`config.mk`:
```
export PLATFORM = sky130hd
export DESIGN_NAME = ordered_queue_node_pool_top
export DESIGN_NICKNAME = d
export VERILOG_FILES = /design/src/rtl/core/oqnp_pkg.sv /design/src/rtl/core/oqnp_ctrl.sv /design/src/rtl/core/oqnp_datapath.sv /design/src/rtl/core/ordered_queue_node_pool_top.sv
export SDC_FILE = /design/constraint.sdc
export NUM_CORES = 1
export LEC_CHECK = 0
export BUFFER_PORTS_ARGS = -buffer_cell sky130_fd_sc_hd__buf_2
export CAP_MARGIN = 20
export CORE_ASPECT_RATIO = 1.1
export CORE_MARGIN = 5
export CORE_UTILIZATION = 55
export DETAILED_ROUTE_END_ITERATION = 10
export PLACE_DENSITY = 0.72
export SYNTH_ARGS = -nofsm -noshare
export SYNTH_HDL_FRONTEND = slang
export SYNTH_SLANG_ARGS = --single-unit
```
`constraint.sdc`:
```
create_clock -name clk -period 19.5 [get_ports clk]
set_clock_uncertainty 0.2 [all_clocks]
set_input_delay 3.9 -clock clk [delete_from_list [all_inputs] [get_ports clk]]
set_output_delay 3.9 -clock clk [all_outputs]
set_load 0.05 [all_outputs]
```
`src/rtl/core/oqnp_pkg.sv`:
```
// Package for the ordered queue node pool: sizes, command and status codes,
// and the control/status structs passed between the controller and the datapath.
// No dependencies.
`default_nettype none

package oqnp_pkg;

    localparam int POOL_SIZE = 16;
    localparam int IDX_W     = $clog2(POOL_SIZE);
    localparam int NODE_W    = $clog2(POOL_SIZE + 1);
    localparam int CNT_W     = 5;
    localparam int DATA_W    = 32;

    localparam logic [NODE_W-1:0] NIL_NODE = NODE_W'(POOL_SIZE);
    localparam logic [CNT_W-1:0]  POOL_CNT = CNT_W'(POOL_SIZE);

    typedef enum logic [1:0] {
        CMD_INSERT      = 2'd0,
        CMD_REMOVE_HEAD = 2'd1,
        CMD_REMOVE_KEY  = 2'd2,
        CMD_REMOVE_LE   = 2'd3
    } cmd_t;

    typedef enum logic [1:0] {
        ST_OK        = 2'd0,
        ST_NO_FREE   = 2'd1,
        ST_EMPTY     = 2'd2,
        ST_NOT_FOUND = 2'd3
    } status_t;

    typedef enum logic [3:0] {
        DP_NONE,
        DP_LATCH,
        DP_TAKE_FREE,
        DP_ALLOC,
        DP_APPEND,
        DP_START_WALK,
        DP_STEP,
        DP_LINK_NODE,
        DP_SPLICE,
        DP_UNLINK,
        DP_RELEASE
    } dp_op_t;

    typedef struct packed {
        dp_op_t  op;
        logic    finish;
        status_t result;
    } dp_ctrl_t;

    typedef struct packed {
        logic free_nil;
        logic q_empty;
        logic cur_nil;
        logic key_le;
        logic key_eq;
    } dp_stat_t;

endpackage

`default_nettype wire

```
`src/rtl/core/oqnp_ctrl.sv`:
```
// Controller for the ordered queue node pool: sequences insert, walk and
// unlink steps. Depends on oqnp_pkg.
`default_nettype none

module oqnp_ctrl (
    input  wire logic              clk,
    input  wire logic              rst_n,
    input  wire logic              start,
    input  wire logic [1:0]        command,
    input  wire logic              order_mode,
    input  wire oqnp_pkg::dp_stat_t stat,
    output oqnp_pkg::dp_ctrl_t     ctrl,
    output logic                   busy
);

    typedef enum logic [3:0] {
        S_IDLE,
        S_DISPATCH,
        S_ALLOC,
        S_APPEND,
        S_WALK,
        S_SPLICE,
        S_SEARCH,
        S_CHECK,
        S_UNLINK,
        S_RELEASE
    } state_t;

    state_t         state_reg, state_next;
    oqnp_pkg::cmd_t cmd_reg;

    always_comb
    begin
        state_next  = state_reg;
        ctrl.op     = oqnp_pkg::DP_NONE;
        ctrl.finish = 1'b0;
        ctrl.result = oqnp_pkg::ST_OK;
        case (state_reg)
            S_IDLE:
            begin
                if (start)
                begin
                    ctrl.op    = oqnp_pkg::DP_LATCH;
                    state_next = S_DISPATCH;
                end
            end
            S_DISPATCH:
            begin
                if (cmd_reg == oqnp_pkg::CMD_INSERT)
                begin
                    if (stat.free_nil)
                    begin
                        ctrl.finish = 1'b1;
                        ctrl.result = oqnp_pkg::ST_NO_FREE;
                        state_next  = S_IDLE;
                    end
                    else
                    begin
                        ctrl.op    = oqnp_pkg::DP_TAKE_FREE;
                        state_next = S_ALLOC;
                    end
                end
                else if (stat.q_empty)
                begin
                    ctrl.finish = 1'b1;
                    ctrl.result = oqnp_pkg::ST_EMPTY;
                    state_next  = S_IDLE;
                end
                else
                begin
                    ctrl.op    = oqnp_pkg::DP_START_WALK;
                    state_next = (cmd_reg == oqnp_pkg::CMD_REMOVE_KEY) ? S_SEARCH : S_CHECK;
                end
            end
            S_ALLOC:
            begin
                // first entry of an empty queue is finished here
                ctrl.op = oqnp_pkg::DP_ALLOC;
                if (stat.q_empty)
                begin
                    ctrl.finish = 1'b1;
                    state_next  = S_IDLE;
                end
                else if (!order_mode)
                    state_next = S_APPEND;
                else
                    state_next = S_WALK;
            end
            S_APPEND:
            begin
                ctrl.op     = oqnp_pkg::DP_APPEND;
                ctrl.finish = 1'b1;
                state_next  = S_IDLE;
            end
            S_WALK:
            begin
                if (!stat.cur_nil && stat.key_le)
                    ctrl.op = oqnp_pkg::DP_STEP;
                else
                begin
                    ctrl.op    = oqnp_pkg::DP_LINK_NODE;
                    state_next = S_SPLICE;
                end
            end
            S_SPLICE:
            begin
                ctrl.op     = oqnp_pkg::DP_SPLICE;
                ctrl.finish = 1'b1;
                state_next  = S_IDLE;
            end
            S_SEARCH:
            begin
                if (stat.cur_nil)
                begin
                    ctrl.finish = 1'b1;
                    ctrl.result = oqnp_pkg::ST_NOT_FOUND;
                    state_next  = S_IDLE;
                end
                else if (stat.key_eq)
                    state_next = S_UNLINK;
                else
                    ctrl.op = oqnp_pkg::DP_STEP;
            end
            S_CHECK:
            begin
                if (cmd_reg == oqnp_pkg::CMD_REMOVE_LE && !stat.key_le)
                begin
                    ctrl.finish = 1'b1;
                    ctrl.result = oqnp_pkg::ST_NOT_FOUND;
                    state_next  = S_IDLE;
                end
                else
                    state_next = S_UNLINK;
            end
            S_UNLINK:
            begin
                ctrl.op    = oqnp_pkg::DP_UNLINK;
                state_next = S_RELEASE;
            end
            S_RELEASE:
            begin
                ctrl.op     = oqnp_pkg::DP_RELEASE;
                ctrl.finish = 1'b1;
                state_next  = S_IDLE;
            end
            default:
            begin
                state_next = S_IDLE;
            end
        endcase
    end

    always_ff @(posedge clk or negedge rst_n)
    begin
        if (!rst_n)
        begin
            state_reg <= S_IDLE;
            cmd_reg   <= oqnp_pkg::CMD_INSERT;
        end
        else
        begin
            state_reg <= state_next;
            if (state_reg == S_IDLE && start)
                cmd_reg <= oqnp_pkg::cmd_t'(command);
        end
    end

    assign busy = (state_reg != S_IDLE);

`ifndef SYNTHESIS
    a_finish_returns_idle: assert property (@(posedge clk) disable iff (!rst_n)
        ctrl.finish |=> state_reg == S_IDLE)
        else $error("controller did not return to idle after finishing");
    a_release_after_unlink: assert property (@(posedge clk) disable iff (!rst_n)
        state_reg == S_RELEASE |-> $past(state_reg) == S_UNLINK)
        else $error("release without unlink");
    a_no_free_only_insert: assert property (@(posedge clk) disable iff (!rst_n)
        (ctrl.finish && ctrl.result == oqnp_pkg::ST_NO_FREE) |-> cmd_reg == oqnp_pkg::CMD_INSERT)
        else $error("no-free status on a removal");
`endif

endmodule

`default_nettype wire

```
`src/rtl/core/oqnp_datapath.sv`:
```
// Datapath for the ordered queue node pool: node arrays, free chain,
// queue pointers, walk registers and result registers. Depends on oqnp_pkg.
`default_nettype none

module oqnp_datapath (
    input  wire logic                        clk,
    input  wire logic                        rst_n,
    input  wire oqnp_pkg::dp_ctrl_t          ctrl,
    input  wire logic [oqnp_pkg::DATA_W-1:0] payload_in,
    input  wire logic [oqnp_pkg::DATA_W-1:0] key_in,
    output oqnp_pkg::dp_stat_t               stat,
    output logic                             result_valid,
    output logic [1:0]                       status,
    output logic [oqnp_pkg::DATA_W-1:0]      payload_out,
    output logic [oqnp_pkg::DATA_W-1:0]      key_out,
    output logic [oqnp_pkg::CNT_W-1:0]       occupancy
);

    logic [oqnp_pkg::DATA_W-1:0] payload_mem [oqnp_pkg::POOL_SIZE];
    logic [oqnp_pkg::DATA_W-1:0] key_mem     [oqnp_pkg::POOL_SIZE];
    logic [oqnp_pkg::NODE_W-1:0] link_reg    [oqnp_pkg::POOL_SIZE];

    logic [oqnp_pkg::NODE_W-1:0] free_head_reg, free_head_next;
    logic [oqnp_pkg::NODE_W-1:0] head_reg, head_next;
    logic [oqnp_pkg::NODE_W-1:0] tail_reg, tail_next;
    logic [oqnp_pkg::CNT_W-1:0]  count_reg, count_next;
    logic [oqnp_pkg::NODE_W-1:0] cur_reg, cur_next;
    logic [oqnp_pkg::NODE_W-1:0] prev_reg, prev_next;
    logic [oqnp_pkg::NODE_W-1:0] node_reg, node_next;
    logic [oqnp_pkg::DATA_W-1:0] pay_reg;
    logic [oqnp_pkg::DATA_W-1:0] key_reg;

    logic                        done_reg;
    oqnp_pkg::status_t           status_reg;
    logic [oqnp_pkg::DATA_W-1:0] payload_out_reg;
    logic [oqnp_pkg::DATA_W-1:0] key_out_reg;
    logic [oqnp_pkg::CNT_W-1:0]  occ_reg;

    logic [oqnp_pkg::IDX_W-1:0]  cur_idx;
    logic [oqnp_pkg::NODE_W-1:0] cur_link;
    logic [oqnp_pkg::DATA_W-1:0] cur_key;
    logic [oqnp_pkg::DATA_W-1:0] cur_pay;

    logic                        link_we;
    logic [oqnp_pkg::IDX_W-1:0]  link_waddr;
    logic [oqnp_pkg::NODE_W-1:0] link_wdata;
    logic                        node_we;

    assign cur_idx  = cur_reg[oqnp_pkg::IDX_W-1:0];
    assign cur_link = link_reg[cur_idx];
    assign cur_key  = key_mem[cur_idx];
    assign cur_pay  = payload_mem[cur_idx];

    assign stat.free_nil = (free_head_reg == oqnp_pkg::NIL_NODE);
    assign stat.q_empty  = (count_reg == '0);
    assign stat.cur_nil  = (cur_reg == oqnp_pkg::NIL_NODE);
    assign stat.key_le   = (cur_key <= key_reg);
    assign stat.key_eq   = (cur_key == key_reg);

    always_comb
    begin
        free_head_next = free_head_reg;
        head_next      = head_reg;
        tail_next      = tail_reg;
        count_next     = count_reg;
        cur_next       = cur_reg;
        prev_next      = prev_reg;
        node_next      = node_reg;
        link_we        = 1'b0;
        link_waddr     = cur_idx;
        link_wdata     = oqnp_pkg::NIL_NODE;
        node_we        = 1'b0;
        case (ctrl.op)
            oqnp_pkg::DP_TAKE_FREE:
            begin
                cur_next  = free_head_reg;
                node_next = free_head_reg;
            end
            oqnp_pkg::DP_ALLOC:
            begin
                // pop the free chain, fill the node, then aim the walk at the head
                free_head_next = cur_link;
                node_we        = 1'b1;
                link_we        = 1'b1;
                if (count_reg == '0)
                begin
                    head_next  = node_reg;
                    tail_next  = node_reg;
                    count_next = count_reg + oqnp_pkg::CNT_W'(1);
                end
                cur_next  = head_reg;
                prev_next = oqnp_pkg::NIL_NODE;
            end
            oqnp_pkg::DP_APPEND:
            begin
                link_we    = 1'b1;
                link_waddr = tail_reg[oqnp_pkg::IDX_W-1:0];
                link_wdata = node_reg;
                tail_next  = node_reg;
                count_next = count_reg + oqnp_pkg::CNT_W'(1);
            end
            oqnp_pkg::DP_START_WALK:
            begin
                cur_next  = head_reg;
                prev_next = oqnp_pkg::NIL_NODE;
            end
            oqnp_pkg::DP_STEP:
            begin
                prev_next = cur_reg;
                cur_next  = cur_link;
            end
            oqnp_pkg::DP_LINK_NODE:
            begin
                link_we    = 1'b1;
                link_waddr = node_reg[oqnp_pkg::IDX_W-1:0];
                link_wdata = cur_reg;
            end
            oqnp_pkg::DP_SPLICE:
            begin
                if (prev_reg == oqnp_pkg::NIL_NODE)
                    head_next = node_reg;
                else
                begin
                    link_we    = 1'b1;
                    link_waddr = prev_reg[oqnp_pkg::IDX_W-1:0];
                    link_wdata = node_reg;
                end
                if (cur_reg == oqnp_pkg::NIL_NODE)
                    tail_next = node_reg;
                count_next = count_reg + oqnp_pkg::CNT_W'(1);
            end
            oqnp_pkg::DP_UNLINK:
            begin
                if (prev_reg == oqnp_pkg::NIL_NODE)
                    head_next = cur_link;
                else
                begin
                    link_we    = 1'b1;
                    link_waddr = prev_reg[oqnp_pkg::IDX_W-1:0];
                    link_wdata = cur_link;
                end
                if (cur_link == oqnp_pkg::NIL_NODE)
                    tail_next = prev_reg;
                count_next = count_reg - oqnp_pkg::CNT_W'(1);
                if (count_reg == oqnp_pkg::CNT_W'(1))
                begin
                    head_next = oqnp_pkg::NIL_NODE;
                    tail_next = oqnp_pkg::NIL_NODE;
                end
            end
            oqnp_pkg::DP_RELEASE:
            begin
                // push the node on the front of the free chain
                link_we        = 1'b1;
                link_wdata     = free_head_reg;
                free_head_next = cur_reg;
            end
            default:
            begin
            end
        endcase
    end

    always_ff @(posedge clk or negedge rst_n)
    begin
        if (!rst_n)
        begin
            for (int i = 0; i < oqnp_pkg::POOL_SIZE; i++)
                link_reg[i] <= oqnp_pkg::NODE_W'(i + 1);
            free_head_reg <= '0;
            head_reg      <= oqnp_pkg::NIL_NODE;
            tail_reg      <= oqnp_pkg::NIL_NODE;
            count_reg     <= '0;
            cur_reg       <= oqnp_pkg::NIL_NODE;
            prev_reg      <= oqnp_pkg::NIL_NODE;
            node_reg      <= oqnp_pkg::NIL_NODE;
            done_reg      <= 1'b0;
        end
        else
        begin
            if (link_we)
                link_reg[link_waddr] <= link_wdata;
            free_head_reg <= free_head_next;
            head_reg      <= head_next;
            tail_reg      <= tail_next;
            count_reg     <= count_next;
            cur_reg       <= cur_next;
            prev_reg      <= prev_next;
            node_reg      <= node_next;
            done_reg      <= ctrl.finish;
        end
    end

    always_ff @(posedge clk)
    begin
        if (node_we)
        begin
            payload_mem[cur_idx] <= pay_reg;
            key_mem[cur_idx]     <= key_reg;
        end
        if (ctrl.op == oqnp_pkg::DP_LATCH)
        begin
            pay_reg <= payload_in;
            key_reg <= key_in;
        end
        if (ctrl.finish)
        begin
            status_reg      <= ctrl.result;
            occ_reg         <= count_next;
            payload_out_reg <= (ctrl.op == oqnp_pkg::DP_RELEASE) ? cur_pay : '0;
            key_out_reg     <= (ctrl.op == oqnp_pkg::DP_RELEASE) ? cur_key : '0;
        end
    end

    assign result_valid = done_reg;
    assign status       = status_reg;
    assign payload_out  = payload_out_reg;
    assign key_out      = key_out_reg;
    assign occupancy    = occ_reg;

`ifndef SYNTHESIS
    a_count_bound: assert property (@(posedge clk) disable iff (!rst_n)
        count_reg <= oqnp_pkg::POOL_CNT)
        else $error("entry count above pool size");
    a_head_matches_count: assert property (@(posedge clk) disable iff (!rst_n)
        (count_reg == '0) == (head_reg == oqnp_pkg::NIL_NODE))
        else $error("head pointer disagrees with entry count");
    a_tail_matches_count: assert property (@(posedge clk) disable iff (!rst_n)
        (count_reg == '0) == (tail_reg == oqnp_pkg::NIL_NODE))
        else $error("tail pointer disagrees with entry count");
    a_full_no_free: assert property (@(posedge clk) disable iff (!rst_n)
        (count_reg == oqnp_pkg::POOL_CNT) |-> free_head_reg == oqnp_pkg::NIL_NODE)
        else $error("free chain not empty while queue full");
    a_single_strobe: assert property (@(posedge clk) disable iff (!rst_n)
        done_reg |=> !done_reg)
        else $error("result strobe held longer than one cycle");
`endif

endmodule

`default_nettype wire

```
`src/rtl/core/ordered_queue_node_pool_top.sv`:
```
// Top level of the ordered queue node pool: configuration register port and
// the controller/datapath pair. Depends on oqnp_pkg, oqnp_ctrl, oqnp_datapath.
//
//  Channel   Signals                                   Transfer
//  --------  ----------------------------------------  --------------------------------
//  command   start, busy, command, payload_in, key_in  start && !busy at a rising edge
//  result    result_valid, status, payload_out,        one-cycle strobe, cannot stall
//            key_out, occupancy
//  config    psel, penable, pwrite, paddr, pwdata,     psel && penable && pwrite && pready
//            prdata, pready
//
// Sequencing: the result strobe rises after the accepting edge, and the next transaction
// can be accepted at the edge that ends the strobe. A missing free node or an empty queue
// answers from the dispatch state, an insert into an empty queue from the alloc state, a
// FIFO insert after alloc and append, and a head removal after dispatch, check, unlink and
// release. An ordered insert or a remove by key walks the list one node per cycle through
// the single read port of the node arrays. busy drops in the cycle the strobe shows.
// Reset: rst_n clears the controller, the pointers and chains every node into the free
// chain at once; no clearing pass is needed. Payload and key storage is not reset.
// The result side cannot stall: each result is shown for exactly one cycle.
`default_nettype none

module ordered_queue_node_pool_top (
    input  wire logic        clk,
    input  wire logic        rst_n,
    // command channel
    input  wire logic        start,
    output logic             busy,
    input  wire logic [1:0]  command,
    input  wire logic [31:0] payload_in,
    input  wire logic [31:0] key_in,
    // result channel
    output logic             result_valid,
    output logic [1:0]       status,
    output logic [31:0]      payload_out,
    output logic [31:0]      key_out,
    output logic [4:0]       occupancy,
    // configuration port
    input  wire logic        psel,
    input  wire logic        penable,
    input  wire logic        pwrite,
    input  wire logic [2:0]  paddr,
    input  wire logic [31:0] pwdata,
    output logic [31:0]      prdata,
    output logic             pready
);

    localparam logic REG_ORDER_MODE = 1'b0;

    logic               order_mode_reg;
    logic               cfg_write;
    oqnp_pkg::dp_ctrl_t ctrl;
    oqnp_pkg::dp_stat_t stat;

    // Register index sits at paddr[2]; only index zero exists, others are dropped.
    assign pready    = 1'b1;
    assign cfg_write = psel && penable && pwrite && pready;

    always_ff @(posedge clk or negedge rst_n)
    begin
        if (!rst_n)
            order_mode_reg <= 1'b0;
        else if (cfg_write && paddr[2] == REG_ORDER_MODE)
            order_mode_reg <= pwdata[0];
    end

    // Return the mode on a read of index zero, zero for anything beyond.
    assign prdata = (paddr[2] == REG_ORDER_MODE) ? {31'd0, order_mode_reg} : 32'd0;

    oqnp_ctrl u_ctrl (
        .clk        (clk),
        .rst_n      (rst_n),
        .start      (start),
        .command    (command),
        .order_mode (order_mode_reg),
        .stat       (stat),
        .ctrl       (ctrl),
        .busy       (busy)
    );

    oqnp_datapath u_datapath (
        .clk          (clk),
        .rst_n        (rst_n),
        .ctrl         (ctrl),
        .payload_in   (payload_in),
        .key_in       (key_in),
        .stat         (stat),
        .result_valid (result_valid),
        .status       (status),
        .payload_out  (payload_out),
        .key_out      (key_out),
        .occupancy    (occupancy)
    );

`ifndef SYNTHESIS
    a_no_strobe_idle_start: assert property (@(posedge clk) disable iff (!rst_n)
        (start && !busy) |=> !result_valid)
        else $error("result strobe right after accepting a transaction");
    a_busy_after_accept: assert property (@(posedge clk) disable iff (!rst_n)
        (start && !busy) |=> busy)
        else $error("controller not busy after accepting a transaction");
    a_mode_stable_no_write: assert property (@(posedge clk) disable iff (!rst_n)
        !cfg_write |=> $stable(order_mode_reg))
        else $error("order mode changed without a register write");
`endif

endmodule

`default_nettype wire
```
=== Word-level counts from Yosys, hierarchy flattened ===
Memories as Yosys holds them, arrays and structs flattened. A register that Yosys moved wholly into a read port is not among the register bits.
Index checks and enable logic that the tools add are counted.

* Input port bits: 107
* Flip-flop bits (word level): 225
* Logic and storage cells: 162
* RAM bits: 1024
* Memories: 2

{| class="wikitable"
|+ Memory list
! memory !! words !! bits a word !! read ports !! clocked after memory_dff !! write ports !! line !! source
|-
| u_datapath.key_mem || 16 || 32 || 1 || 0 || 1 || oqnp_datapath.sv:20 || <nowiki>logic [oqnp_pkg::DATA_W-1:0] key_mem [oqnp_pkg::POOL_SIZE];</nowiki>
|-
| u_datapath.payload_mem || 16 || 32 || 1 || 1 || 1 || oqnp_datapath.sv:19 || <nowiki>logic [oqnp_pkg::DATA_W-1:0] payload_mem [oqnp_pkg::POOL_SIZE];</nowiki>
|}

* Equality and inequality tests: 35
* Add/subtract/negate cells: 2
* Bitwise operators: 3
* Reduce and logical (&&, ||, !) cells: 27
* Magnitude comparators: 4
* Muxes and demuxes: 57

{| class="wikitable"
|+ Operators by type and width
! cell !! count
|-
| $bwmux 80 || 1
|-
| $mux 5 || 10
|-
| $mux 4 || 12
|-
| $pmux 5 s3 || 3
|-
| $pmux 4 s9 || 1
|-
| $eq 32x32->1 || 1
|-
| $eq 4x3->1 const B || 8
|-
| $le 32x32->1 || 1
|-
| $pmux 4 s7 || 1
|-
| $pmux 5 s5 || 1
|-
| $mux 3 || 8
|-
| $bmux 5 s4 || 1
|-
| $demux 5 s4 || 1
|-
| $eq 4x4->1 const B || 5
|-
| $eq 5x5->1 const B || 4
|-
| $pmux 5 s2 || 2
|-
| $eq 4x2->1 const B || 4
|-
| $pmux 4 s4 || 1
|-
| $pmux 4 s3 || 1
|-
| $ge 5x5->1 const B || 2
|-
| $not 4->5 || 2
|-
| $mux 1 || 9
|-
| $eq 4x1->1 const B || 2
|-
| $reduce_and 4->1 || 2
|-
| 27 further kinds || 45
|}

=== Logic depth before layout (Yosys ltp) ===
* Depth after elaboration: 14
* Gate-level depth with buffers: 20
* Mapped depth without buffers: 12

=== By module ===
A second synthesis with hierarchy kept.

* Cells, all modules: 2414
* Area, all modules: 50907.6 µm²

{| class="wikitable"
|+ By module, submodules not included
! module !! sequential area each (µm²) !! area an instance (µm²) !! cells an instance !! times used
|-
| oqnp_datapath || 37727.4 || 50005.5 || 2298 || 1
|-
| oqnp_ctrl || 150.1 || 600.6 || 78 || 1
|-
| ordered_queue_node_pool_top || 25.0 || 301.5 || 38 || 1
|}

=== Worst setup path after synthesis ===
Ideal clock, no wire load.

* Path kind: input-to-output
* Start point: input paddr[2]
* End point: output prdata[0]
* Path slack: 10.811 ns
* Stages: 1
* Buffers on the path: 0
* Required time: 15.400 ns
* Arrival: 4.589 ns
* Cells stage by stage: nor2b_1

* Word-level cells in the longest chain between the ends: 1

{| class="wikitable"
|+ RTL lines
! item !! line !! source
|-
| start, declared || ordered_queue_node_pool_top.sv:42 || <nowiki>input wire logic [2:0] paddr,</nowiki>
|-
| $mux 1 || ordered_queue_node_pool_top.sv:68 || <nowiki>assign prdata = (paddr[2] == REG_ORDER_MODE) ? {31'd0, order_mode_reg} : 32'd0;</nowiki>
|-
| end, declared || ordered_queue_node_pool_top.sv:44 || <nowiki>output logic [31:0] prdata,</nowiki>
|}

No other way between the ends.

=== Final worst setup path ===
Ends and elaborated chain as after synthesis.

==> out/qor.txt <==
TritonRoute pass-1 iters: 8
Avg Vias per Cell: 6.332
Num CTS Buffers: 120
clock root cell: clkbuf_16
mapped cell area: 50620 sq um
Post-Synthesis Cells: 2354
gpl congestion: 0.8740
Min Clock Period, post-route: 8.452 ns
Core ar.: 91150 sq um
crit end category: output pin
most frequent cells in the layout: edfxtp_1 (1159), mux4_2 (345), buf_2 (146), clkbuf_16 (123), dfrtp_1 (81)
P_sw: 0.002671 W
initial core utilization: 0.5554
DP Area: 52740 sq um
PD cells: 149.3 nW/um^2
Yosys cell types: 88
top post-synthesis cells by area: edfxtp_1 (69%), mux4_2 (15%), dfrtp_1 (4.2%)
CP max FO: 2
fin. max-slew vios: 0
routed len/inst: 28.98 microns
Post-Route WL: 110.9 mm
design area: 56770 sq um
GR Overflow Total: 0
nets: 2693
Async SR Flop Fraction: 0.09524
Yosys reg bits: 1281
Worst VDD drop: 114.3 uV
largest net degree at the start of global routing: 171
Clk pwr share: 0.278
CTS Hold Bufs: 0
Syn Area/Cell: 21.50 sq um
antenna-violating nets left: 0
run status: completed
slew margin rel.: 0.2238
synth warn: 0
Top FF cell, synth: edfxtp_1
area share of the largest cell type after synthesis: 0.6875
1st-iter DRT viols: 3038
die width: 299.3 microns
commonest non-fill, non-tap cell in the layout: edfxtp_1
Worst Setup Start Kind: input port
Layout area overhead: 12.14%
RSZ-0062 raised after global routing: no
fin crit share: 0.4334
first-pass GRT wire length: 164.3 mm
worst-margin pin slew: 1.149 ns
initial antenna violation count: 1
Leakage: 18.90 nW
CTS tree: built
WP data required: 15.40 ns
sequential share of the synthesized area: 0.7488
Clk Latency, worst-skew pair: 0.71 ns
# IOs: 213
DRC errors left: 0
via count of the first global-routing pass: 25176
part of the power in registers: 0.435
leading area contributor after synthesis: edfxtp_1
Int Power: 0.005806 W
GRT Total Usage: 0.2261
switching part of the total: 0.3151
antenna cells: 0
H-tree level count: 3
Setup CP Type: in -> out
Final Hold Vio Count: 0
Post-synth EDFFs: 1159
Post-CTS Setup Bufs: 0
Combinational Power Share: 0.287
CTS max path bufs: 3
# rows: 116
worst path arrival time: 4.35 ns
HP Class: reg -> reg
Max Freq: 118.3 MHz
PortBufs: 147
via count: 24237
Tot Pwr: 0.008477 W
clock net sink count: 1281
max_cap viols: 0
post-DP HPWL: 57.50 mm
Die Span Y: 328.2 microns
clock-pin slew on the worst setup and hold paths: 0.07 ns
final setup vio count: 0
Die ar.: 98210 sq um
layout cells sized above 1: 0.3395
Sum Neg Setup Slack: 0 ns
Resize count post-CTS: 0
[final cells by class]
type	count	area (sq um)
flip-flops and latches	1281	37920
fillers	6065	34380
multi-input cells	914	12080
clock buffers	149	3221
well taps	1180	1476
repair buffers	196	1184
clock inverters	70	748.2
inverters	38	145.1
[power groups by stage]
| stage | logic [W] | registers (W) | clock network, W |
|---|---|---|---|
| 2_1_floorplan | 0.00164 | 0.00388 | 0 |
| 3_3_place_gp | 0.00240 | 0.00371 | 0 |
| 3_5_place_dp | 0.00243 | 0.00374 | 0 |
| 4_1_cts | 0.00245 | 0.00369 | 0.00239 |
| 5_1_grt | 0.00260 | 0.00373 | 0.00251 |
| 6_report | 0.00243 | 0.00369 | 0.00236 |
[stage by stage]
| step | setup WS, ns | utilization | hold WS, ns | cells |
|---|---|---|---|---|
| 2_1_floorplan | 10.81 | - | 0.2497 | 2384 |
| 3_3_place_gp | 11.02 | 0.5782 | 0.2645 | 3605 |
| 3_5_place_dp | 11.04 | 0.5787 | 0.2697 | 3607 |
| 4_1_cts | 11.04 | 0.6222 | 0.2821 | 3826 |
| 5_1_grt | 10.72 | 0.6228 | 0.3145 | 3828 |
| 6_report | 11.05 | 0.6228 | 0.2797 | 3828 |
[routing by layer]
metal	GRT usage	vias to the layer above	share of wire
li1	-	10058	-
met1	0.3192	12924	0.40
met2	0.3741	1088	0.50
met3	0.04058	167	0.077
met4	0.05865	0	0.023
met5	0	-	0
[worst max-delay path, stage by stage]
cell	delay [ns]
buf_2	0.10
nor2b_1	0.09
buf_2	0.26
[synthesized netlist by cell type (all sizes together) (3+ instances only)]
master / instances
and3: 5
a222oi: 4
o211ai: 3
buf: 81
nor3: 17
a22o: 6
nor4: 9
clkbuf: 70
inv: 38
o2111ai: 4
a22oi: 11
o21ai: 29
o221ai: 3
nand2b: 6
nor2: 43
dfrtp: 85
xnor2: 3
nand3b: 4
a21oi: 33
mux4: 345
edfxtp: 1159
nand4: 9
dfstp: 37
a211oi: 3
nand2: 71
a31oi: 3
and2: 69
o22a: 5
o31ai: 3
nor2b: 4
mux2: 91
o22ai: 3
nand3: 17
a21o: 5
ha: 35
[worst paths after layout]
kind / start / end / slack, ns / cells after the start
setup / recovery: paddr[2] / prdata[0] / 11.05 / 3
hold / removal: u_datapath.head_reg[4]$_DFFE_PN1P_ / u_datapath.head_reg[4]$_DFFE_PN1P_ / 0.28 / 2
setup reg to reg: u_datapath.cur_reg[0]$_DFFE_PN0P_ / u_datapath.key_out[8]$_SDFFCE_PN0P_ / 11.42 / 14
hold reg to reg: u_datapath.head_reg[4]$_DFFE_PN1P_ / u_datapath.head_reg[4]$_DFFE_PN1P_ / 0.28 / 2
max in group asynchronous: rst_n / u_datapath.link_reg[0]$_DFFE_PN0P_ / 14.73 / 2
min in group asynchronous: rst_n / u_datapath.link_reg[39]$_DFFE_PN0P_ / 3.09 / 1
[kinds of logic after synthesis]
family / count (synthesis) / synth area share
other: 2 / 0.0001484
buffers and inverters: 189 / 0.01770
XOR/XNOR: 4 / 0.0006922
flip-flops: 1281 / 0.7488
adder cells (fa/ha/maj): 35 / 0.008651
AO/OA/AOI/OAI: 137 / 0.01968
multiplexers: 437 / 0.1748
AND/OR/NAND/NOR: 269 / 0.02954
No activity file was read; power rests on OpenSTA's default activity.
